<file path="src/sv/bsa_pkg.sv">
// ----------------------------------------------------------------------------
// Slab allocator package
// Geometry constants, command and status codes, bitmap reset pattern.
// ----------------------------------------------------------------------------
package bsa_pkg;

   localparam int SLAB_BYTES_LOG2 = 12;
   localparam int NUM_CLASSES     = 8;

   localparam int SLAB_WORDS   = 1 << (SLAB_BYTES_LOG2 - 6);
   localparam int WORD_IDX_W   = SLAB_BYTES_LOG2 - 6;
   localparam int SLAB_IDX_W   = (NUM_CLASSES > 1) ? $clog2(NUM_CLASSES) : 1;
   localparam int MEM_AW       = SLAB_IDX_W + WORD_IDX_W;
   localparam int MEM_DEPTH    = NUM_CLASSES * SLAB_WORDS;
   localparam int OBJ_W        = WORD_IDX_W + 5;

   localparam logic [31:0] REGION_BYTES = 32'(NUM_CLASSES) << SLAB_BYTES_LOG2;

   localparam logic CMD_ALLOC = 1'b0;
   localparam logic CMD_FREE  = 1'b1;

   localparam logic [1:0] STATUS_OK        = 2'd0;
   localparam logic [1:0] STATUS_FULL      = 2'd1;
   localparam logic [1:0] STATUS_BAD_CLASS = 2'd2;
   localparam logic [1:0] STATUS_OUTSIDE   = 2'd3;

   typedef struct packed {
      logic       found;
      logic [4:0] index;
   } ffs_result_type;

   // Number of bitmap words scanned for class k (1-based)
   function automatic logic [WORD_IDX_W:0] words_of_class(logic [3:0] k);
      logic [31:0] n;
      logic [31:0] w;
      n = (32'(k) > 32'(SLAB_BYTES_LOG2)) ? 32'd0
                                           : (32'd1 << (32'(SLAB_BYTES_LOG2) - 32'(k)));
      w = (n + 32'd31) >> 5;
      if (w > 32'(SLAB_WORDS)) begin
         w = 32'(SLAB_WORDS);
      end
      return (WORD_IDX_W + 1)'(w);
   endfunction

   // Reset contents of one bitmap word: bitmap-reserved and padding used
   function automatic logic [31:0] init_word(logic [SLAB_IDX_W-1:0] slab,
                                             logic [WORD_IDX_W-1:0] word);
      logic [31:0] k;
      logic [31:0] n;
      logic [31:0] b;
      logic [31:0] r;
      logic [31:0] j;
      logic [31:0] res;
      k = 32'(slab) + 32'd1;
      n = (k > 32'(SLAB_BYTES_LOG2)) ? 32'd0
                                      : (32'd1 << (32'(SLAB_BYTES_LOG2) - k));
      b = (n + 32'd31) & ~32'd31;
      r = (b + (32'd8 << k) - 32'd1) >> (k + 32'd3);
      res = '0;
      for (int i = 0; i < 32; i++) begin
         j = (32'(word) << 5) + 32'(i);
         if (j < b) begin
            res[31 - i] = (j < r) || (j >= n);
         end
      end
      return res;
   endfunction

endpackage

</file>
<file path="src/sv/bsa_ffs.sv">
// ----------------------------------------------------------------------------
// Slab allocator first-free search
// Finds the lowest-numbered set bit of a word, numbered MSB first.
// ----------------------------------------------------------------------------
module bsa_ffs
   import bsa_pkg::*;
(
   input  logic [31:0]    free_bits,
   output ffs_result_type result
);

   always_comb begin
      result.found = |free_bits;
      result.index = '0;
      // descending, so the lowest object number wins
      for (int i = 31; i >= 0; i--) begin
         if (free_bits[31 - i]) begin
            result.index = 5'(i);
         end
      end
   end

endmodule

</file>
<file path="config.mk">
export PLATFORM = sky130hd
export DESIGN_NAME = bsa_ffs
export DESIGN_NICKNAME = d
export VERILOG_FILES = /design/src/sv/bsa_pkg.sv /design/src/sv/bsa_ffs.sv
export SDC_FILE = /design/constraint.sdc
export NUM_CORES = 1
export LEC_CHECK = 0
export BUFFER_PORTS_ARGS = -buffer_cell sky130_fd_sc_hd__buf_4
export CAP_MARGIN = 15
export CORE_AREA = 3 3 40 42
export DETAILED_ROUTE_END_ITERATION = 16
export DIE_AREA = 0 0 43 45
export GPL_TIMING_DRIVEN = 0
export PLACE_DENSITY = 0.65
export SLEW_MARGIN = 30
export SYNTH_ARGS = -nofsm -noshare
export SYNTH_HDL_FRONTEND = slang
export SYNTH_SLANG_ARGS = --single-unit
</file>
<file path="constraint.sdc">
create_clock -name vclk -period 1.75
set_input_delay 0.35 -clock vclk [all_inputs]
set_output_delay 0.35 -clock vclk [all_outputs]
set_load 0.05 [all_outputs]
</file>
==> results.sh, run 1 <==
export IMPL_status="finished with violations"
export IMPL_violations="setup timing"
export IMPL_drt_wl_total_um=1787
export IMPL_worstMarginPinSlew_ns=0.4625
export IMPL_grt_pass1_wl_um=2594
export IMPL_finalHoldViolCount=0
export IMPL_layout_nets=139
export IMPL_dpl_cell_area_um2=737.0
export IMPL_grt_usage=0.1668
export IMPL_core_area_mm2=0.001285
export IMPL_max_slew_margin=0.6837
export IMPL_place_gp_congestion=0.7298
export IMPL_busiest_layer="met2"
export IMPL_drive_above_1_share=0.6000
export IMPL_antenna_found_initial=0
export IMPL_yosys_warnings=0
export IMPL_synthCells=65
export IMPL_power_density_mw_per_mm2=192.7
export IMPL_nFlopsAndLatches=0
export IMPL_die_area_mm2=0.001935
export IMPL_nFillCells=113
export IMPL_grt_setup_unrepaired="yes"
export IMPL_pre_cts_ws_ns=-0.3833
export IMPL_seq_area_frac_synth=0
export IMPL_hpwl_um=1326
export IMPL_register_area_um2=0
export IMPL_dp_cells=118
export IMPL_antenna_cells=0
export IMPL_min_from="free_bits[31]"
export IMPL_die_w_um=43
export IMPL_clkbuf_count=0
export IMPL_setup_viol=6
export IMPL_grt_use_met1=0.2267
export IMPL_ir_worst_vdd_mv=0.1076
export IMPL_finalInstanceArea_um2=903.4
export IMPL_syn_cell_area_um2=385.4
export IMPL_worstSetupStartpointType="primary input"
export IMPL_fin_cells=120
export IMPL_ant_nets=0
export IMPL_max_cap_violations=0
export IMPL_grt_pass1_vias=625
export IMPL_grt_max_degree=6
export IMPL_num_rows=13
export IMPL_layout_setup_ws_ns=-0.2312
export IMPL_critPathArrivalTime_ns=1.63
export IMPL_hp_class="primary input to primary output"
export IMPL_grt_ovfl_total=0
export IMPL_via_count=662
export IMPL_leakagePower_uw=0.0003590
export IMPL_avgRoutedWirePerCell_um=14.89
export IMPL_die_h_um=45
export IMPL_avgSynthCellArea_um2=5.929
export IMPL_synth_fp_nets=97
export IMPL_required_ns=1.40
export IMPL_dr_pass1_iters=4
export IMPL_io_buffers=38
export IMPL_critPathLaunch="free_bits[3]"
export IMPL_maxSlewViolCount=0
export IMPL_fmax_ghz=0.5047
export IMPL_end_kind="primary output"
export IMPL_io_pins=38
export IMPL_drcViolationCount=0
export IMPL_finalCritPeriodShare=1.132
export IMPL_worstPathMaxFanout=5
export IMPL_drt_iter0_drc=4
export IMPL_start_util=0.2999
export IMPL_multiInputGateArea_um2=505.5
export IMPL_ys_types=24
export IMPL_via_per_inst=5.517
export IMPL_grt_util_met3=0.01195
export IMPL_min_period_ns=1.981
export IMPL_areaGrowthSynthToFinish_pct=134.4
export IMPL_use_met2=0.3084
export IMPL_path_class="primary input to primary output"
where the power goes:
group | internal (uW) | switching, uW | leakage (uW)
Sequential | 0 | 0 | 0
Combinational | 87.7 | 86.3 | 0.000359
Clock | 0 | 0 | 0
per-layer routing:
metal	up-vias	share of wire
li1	344	-
met3	2	0.041
met4	0	0.016
met2	18	0.51
met1	298	0.43
met5	-	0
layout by cell type (no fill, tap or decap):
cell,n
o21a_1,1
a21oi_1,5
o21ai_0,2
a21boi_2,1
o21ai_2,1
or4_1,2
and2_4,1
a2111oi_2,1
a21oi_2,1
nand3_2,1
nor2_4,1
inv_1,6
nor2b_1,1
nand2_2,1
nor2_1,9
a21oi_4,1
buf_6,11
a21o_2,1
a221oi_4,1
nor3_1,4
a211oi_1,1
nor4_4,2
a2111oi_0,1
nor3b_4,2
nand2_1,2
buf_8,2
o2111ai_2,1
or4_4,2
nand4_1,1
nor4_2,1
o31ai_1,3
nor4_1,4
nor3_2,2
buf_4,27
nor3_4,1
o31ai_2,1
worst paths after layout:
| path | to | slack, ns | cells past startpoint |
|---|---|---|---|
| setup / recovery | result[0] | -0.23 | 7 |
| hold / removal | result[0] | 0.99 | 3 |
cell families (layout without fill, tap and decap cells):
family          after synthesis  in the layout  share of synthesized area
compound gates               22             22                     0.3864
buf+inv                       6             46                    0.05844
simple gates                 37             37                     0.5552
critical path: stages:
cell and delay (ns):
buf_8 0.11, nor3b_4 0.18, nor3_2 0.07, o31ai_2 0.26, o2111ai_2 0.19, a221oi_4 0.28, buf_6 0.19
final cells by class:
cell class,count,share of cell area
multi-input cells,59,0.5596
repair buffers,40,0.3947
inverters,6,0.02493
well taps,15,0.02078
repair_timing:
item / in CTS / in global routing
cloned: 0 / 0
hold buffers: 0 / 0
gates resized for setup: 18 / 16
buffers inserted: 1 / 1
pin swaps: 7 / 10
endpoints found under the setup margin: 6 / 6
stage by stage:
step / TNS (ns) / util / hold WS [ns] / total power, uW
floorplan: -0.7222 / - / 0.7541 / 51.80
global placement: -1.536 / 0.5735 / 1.015 / 142.1
detailed placement: -1.558 / 0.5735 / 1.015 / 143.7
CTS: -0.9762 / 0.6426 / 0.9885 / 160.2
global route: -1.440 / 0.7030 / 0.9991 / 187.1
finish: -1.136 / 0.7030 / 0.9867 / 174.1
cells in the mapped netlist:
cell       number  share of area
nand4_1         1          0.016
a21o_1          1          0.019
nand2_1         3          0.029
or4_1           2          0.039
o21a_1          1          0.019
nor2_1         10          0.097
nor2b_1         1          0.016
a21oi_1         7          0.091
o21ai_0         2          0.026
a21boi_2        1          0.029
nor3_1          5          0.065
o21ai_1         1          0.013
nand3_1         1          0.013
o31ai_1         4          0.078
a211oi_1        1          0.019
o2111ai_1       1          0.023
nor4_1          7           0.11
and2_1          1          0.016
nor3_2          2          0.052
a2111oi_0       2          0.045
inv_1           6          0.058
a221oi_1        1          0.023
nor3b_1         2          0.039
or4_4           2          0.058
(Power assumes the default switching activity.)
==> inputs of run 2 (changes only) <==
Settings changed: CELL_PAD_IN_SITES_DETAIL_PLACEMENT set to 1, CELL_PAD_IN_SITES_GLOBAL_PLACEMENT set to 1, CORE_AREA 3 3 40 42 to unset, CORE_MARGIN set to 3, CORE_UTILIZATION set to 23, DIE_AREA 0 0 43 45 to unset, PLACE_DENSITY 0.65 to 0.83.
==> results.sh, run 2 (synthesis results as in run 1) <==
export IMPL_io_buffers=38
export IMPL_setup_viol=6
export IMPL_grt_pass1_wl_um=2939
export IMPL_layout_common_cells="buf_4 (25), buf_6 (14), nor2_1 (7), inv_1 (6)"
export IMPL_path_class="primary input to primary output"
export IMPL_worstPathMaxFanout=3
export IMPL_register_area_um2=0
export IMPL_ant_nets=0
export IMPL_drcViolationCount=0
export IMPL_layout_setup_ws_ns=-0.2866
export IMPL_fmax_ghz=0.4910
export IMPL_max_slew_margin=0.7048
export IMPL_violations="setup timing"
export IMPL_die_h_um=46.94
export IMPL_drt_iter0_drc=6
export IMPL_crit_chain="buf_4, nor3_1, o21ai_0, a2111oi_2, a221oi_4, buf_6"
export IMPL_die_area_mm2=0.002203
export IMPL_areaGrowthSynthToFinish_pct=151.0
export IMPL_p_seq_frac=0
export IMPL_grt_ovfl_total=0
export IMPL_grt_max_degree=6
export IMPL_critPathSlowestCell="a2111oi_2"
export IMPL_dr_pass1_iters=4
export IMPL_min_period_ns=2.037
export IMPL_core_area_mm2=0.001541
export IMPL_status="finished with violations"
export IMPL_hpwl_um=1484
export IMPL_grt_usage=0.1770
export IMPL_antenna_found_initial=0
export IMPL_critPathArrivalTime_ns=1.69
export IMPL_nFlopsAndLatches=0
export IMPL_switchingPower_uw=99.71
export IMPL_drive_above_1_share=0.6355
export IMPL_met2WireLength_um=1292
export IMPL_ir_worst_vdd_mv=0.1019
export IMPL_antenna_cells=0
export IMPL_leakagePower_uw=0.0003801
export IMPL_finalCritPeriodShare=1.164
export IMPL_die_w_um=46.94
export IMPL_finalHoldViolCount=0
export IMPL_final_setup_tns_ns=-1.233
export IMPL_layout_nets=141
export IMPL_finalCoreUtilization=0.6274
export IMPL_power_uw=196.5
export IMPL_maxSlewViolCount=0
export IMPL_power_density_mw_per_mm2=203.2
export IMPL_worstMarginPinSlew_ns=0.4420
export IMPL_wl_met1_um=968
export IMPL_drt_wl_total_um=2348
export IMPL_critPathMaxStageDelay_ns=0.52
export IMPL_fin_cells=123
export IMPL_num_rows=14
export IMPL_comb_power_share=1.000
export IMPL_p_int_uw=96.84
export IMPL_via_count=708
export IMPL_hp_class="primary input to primary output"
export IMPL_grt_setup_unrepaired="yes"
export IMPL_dp_cells=119
export IMPL_p_sw_frac=0.5073
export IMPL_start_util=0.2500
export IMPL_via_per_inst=5.756
export IMPL_end_kind="primary output"
export IMPL_avgRoutedWirePerCell_um=19.09
export IMPL_wl_met3_um=87
export IMPL_postCtsHoldBufs=0
export IMPL_place_gp_congestion=0.7636
export IMPL_required_ns=1.40
export IMPL_grt_pass1_vias=653
export IMPL_io_pins=38
export IMPL_multiInputGateArea_um2=534.3
export IMPL_nFillCells=186
export IMPL_top_layer="met3"
export IMPL_clkbuf_count=0
export IMPL_p_clk_frac=0
export IMPL_worstSetupStartpointType="primary input"
export IMPL_max_cap_violations=0
export IMPL_final_common_cell="buf_4"
[run 2: cell types whose count changed in the layout (fill, tap and decap cells not counted), sizes merged]
| cell | delta |
|---|---|
| buf | +2 |
[run 2: metrics by stage]
stage	cell area, um2	hold WS [ns]	setup WS [ns]
after floorplan	432.9	0.7541	-0.2318
after global placement	738.2	1.023	-0.3877
after detailed placement	738.2	1.026	-0.4228
after CTS	879.6	0.9966	-0.1935
after global routing	967.2	0.9997	-0.3797
final	967.2	0.9935	-0.2866
[run 2: power by group through the flow]
stage	sequential [uW]	combinational [uW]	clock, uW
2_1_floorplan	0	51.8	0
3_3_place_gp	0	143	0
3_5_place_dp	0	145	0
4_1_cts	0	170	0
5_1_grt	0	208	0
6_report	0	197	0
[run 2: layout make-up]
class,count,share of cell area
Multi-Input combinational cell,59,0.5524
Tap cell,16,0.02070
Timing Repair Buffer,42,0.4036
Inverter,6,0.02329
[run 2: final timing paths]
| path | endpoint | start | depth (start not counted) | slack [ns] |
|---|---|---|---|---|
| worst max-delay path | result[0] | free_bits[18] | 6 | -0.29 |
| worst min-delay path | result[0] | free_bits[31] | 3 | 0.99 |
[run 2: critical path, delay by kind of cell]
| family | cells | cell delay (ns) |
|---|---|---|
| AO/OA/AOI/OAI | 3 | 0.82 |
| buffers and inverters | 2 | 0.30 |
| AND/OR/NAND/NOR | 1 | 0.21 |
[run 2: routing by layer]
metal,vias to the layer above,GRT usage
met5,-,0
met4,0,0
met3,0,0.003831
met2,18,0.3225
met1,340,0.2460
li1,350,-
[run 2: what timing repair did]
item | in CTS | in global routing
setup endpoints to repair | 6 | 6
cloned | 0 | 0
pin swaps | 8 | 10
setup buffers | 3 | 1
gates resized for setup | 26 | 19
==> inputs of run 3 (changes only) <==
Settings changed: SETUP_SLACK_MARGIN set to 0.05.
==> results.sh, run 3 (synthesis results as in run 1) <==
export IMPL_violations="setup timing"
export IMPL_dp_cells=119
export IMPL_clkbuf_count=0
export IMPL_final_common_cell="buf_4"
export IMPL_layout_common_cells="buf_4 (27), buf_6 (11), nor2_1 (7), inv_1 (6)"
export IMPL_finalCoreUtilization=0.5990
export IMPL_power_density_mw_per_mm2=202.7
export IMPL_areaGrowthSynthToFinish_pct=139.6
export IMPL_drcViolationCount=0
export IMPL_fmax_ghz=0.5128
export IMPL_drt_wl_total_um=2213
export IMPL_grt_ovfl_total=0
export IMPL_grt_pass1_vias=696
export IMPL_status="finished with violations"
export IMPL_worstMarginPinSlew_ns=0.3721
export IMPL_required_ns=1.40
export IMPL_pre_cts_ws_ns=-0.4330
export IMPL_core_area_mm2=0.001541
export IMPL_dr_pass1_iters=4
export IMPL_whs_ns=1.020
export IMPL_critPathSlowestCell="or4_4"
export IMPL_grt_setup_unrepaired="yes"
export IMPL_hold_depth=3
export IMPL_avgRoutedWirePerCell_um=18.29
export IMPL_via_count=706
export IMPL_finalCritPeriodShare=1.114
export IMPL_worstPathMaxFanout=3
export IMPL_drt_iter0_drc=5
export IMPL_io_buffers=38
export IMPL_path_buf_inv=2
export IMPL_nFlopsAndLatches=0
export IMPL_finalHoldViolCount=0
export IMPL_antenna_cells=0
export IMPL_maxSlewViolCount=0
export IMPL_power_uw=187.2
export IMPL_place_gp_congestion=0.8128
export IMPL_antenna_found_initial=0
export IMPL_min_from="free_bits[31]"
export IMPL_die_w_um=46.94
export IMPL_path_class="primary input to primary output"
export IMPL_grt_max_degree=6
export IMPL_register_area_um2=0
export IMPL_drive_above_1_share=0.6190
export IMPL_hpwl_um=1543
export IMPL_grt_usage=0.1853
export IMPL_layout_setup_ws_ns=-0.2001
export IMPL_end_kind="primary output"
export IMPL_crit_chain="buf_8, or4_4, nor3_4, nand4_1, buf_6"
export IMPL_die_area_mm2=0.002203
export IMPL_critical_path_top_delay_family="simple AND/OR/NAND/NOR gates"
export IMPL_max_cap_violations=0
export IMPL_num_rows=14
export IMPL_grt_pass1_wl_um=3070
export IMPL_layout_nets=139
export IMPL_die_h_um=46.94
export IMPL_io_pins=38
export IMPL_ir_worst_vdd_mv=0.08786
export IMPL_start_util=0.2500
export IMPL_max_slew_margin=0.7455
export IMPL_min_period_ns=1.950
export IMPL_via_per_inst=5.835
export IMPL_nFillCells=191
export IMPL_critPathMaxStageDelay_ns=0.59
export IMPL_fin_cells=121
export IMPL_postCtsHoldBufs=0
export IMPL_critPathArrivalTime_ns=1.60
export IMPL_ant_nets=0
export IMPL_worstSetupStartpointType="primary input"
export IMPL_hp_class="primary input to primary output"
export IMPL_leakagePower_uw=0.0003598
export IMPL_setup_viol=6
export IMPL_hold_path_end="result[0]"
[run 3: how the worst max path moves through the flow]
stage / start / endpoint / slack (ns) / cells past startpoint
final: free_bits[11] / result[5] / -0.20 / 5
after global routing: free_bits[15] / result[2] / -0.28 / 6
after floorplan: free_bits[8] / result[5] / -0.23 / 3
after global placement: free_bits[18] / result[0] / -0.40 / 6
after CTS: free_bits[1] / result[0] / -0.18 / 7
after detailed placement: free_bits[18] / result[0] / -0.43 / 6
[run 3: layout make-up]
type	count	area, um2	share of cell area
Timing Repair Buffer	40	356.6	0.3862
Tap cell	16	20.02	0.02168
Multi-Input combinational cell	59	524.3	0.5678
Inverter	6	22.52	0.02439
[run 3: per-layer routing]
metal | part of all wire | global-route usage
met2 | 0.53 | 0.3333
met4 | 0 | 0.02762
met5 | 0 | 0
met3 | 0.054 | 0.007663
met1 | 0.41 | 0.2477
[run 3: what timing repair did]
action                                  4_1_cts  5_1_grt
setup buffers                                 1        1
pin swaps                                    11        7
hold endpoints to repair                      0        0
resized for setup                            28       10
endpoints found under the setup margin        6        6
[run 3: power breakdown]
part | internal (uW) | switching (uW) | total, uW | leakage [uW]
Sequential | 0 | 0 | 0 | 0
Combinational | 90.5 | 96.7 | 187 | 0.000360
Clock | 0 | 0 | 0 | 0
[run 3: metrics by stage]
stage                     area (um2)  setup TNS [ns]
after floorplan                432.9         -0.7222
after global placement         738.2          -1.541
after detailed placement       738.2          -1.673
after CTS                      874.6         -0.9395
after global routing           923.4          -1.418
final                          923.4          -1.068
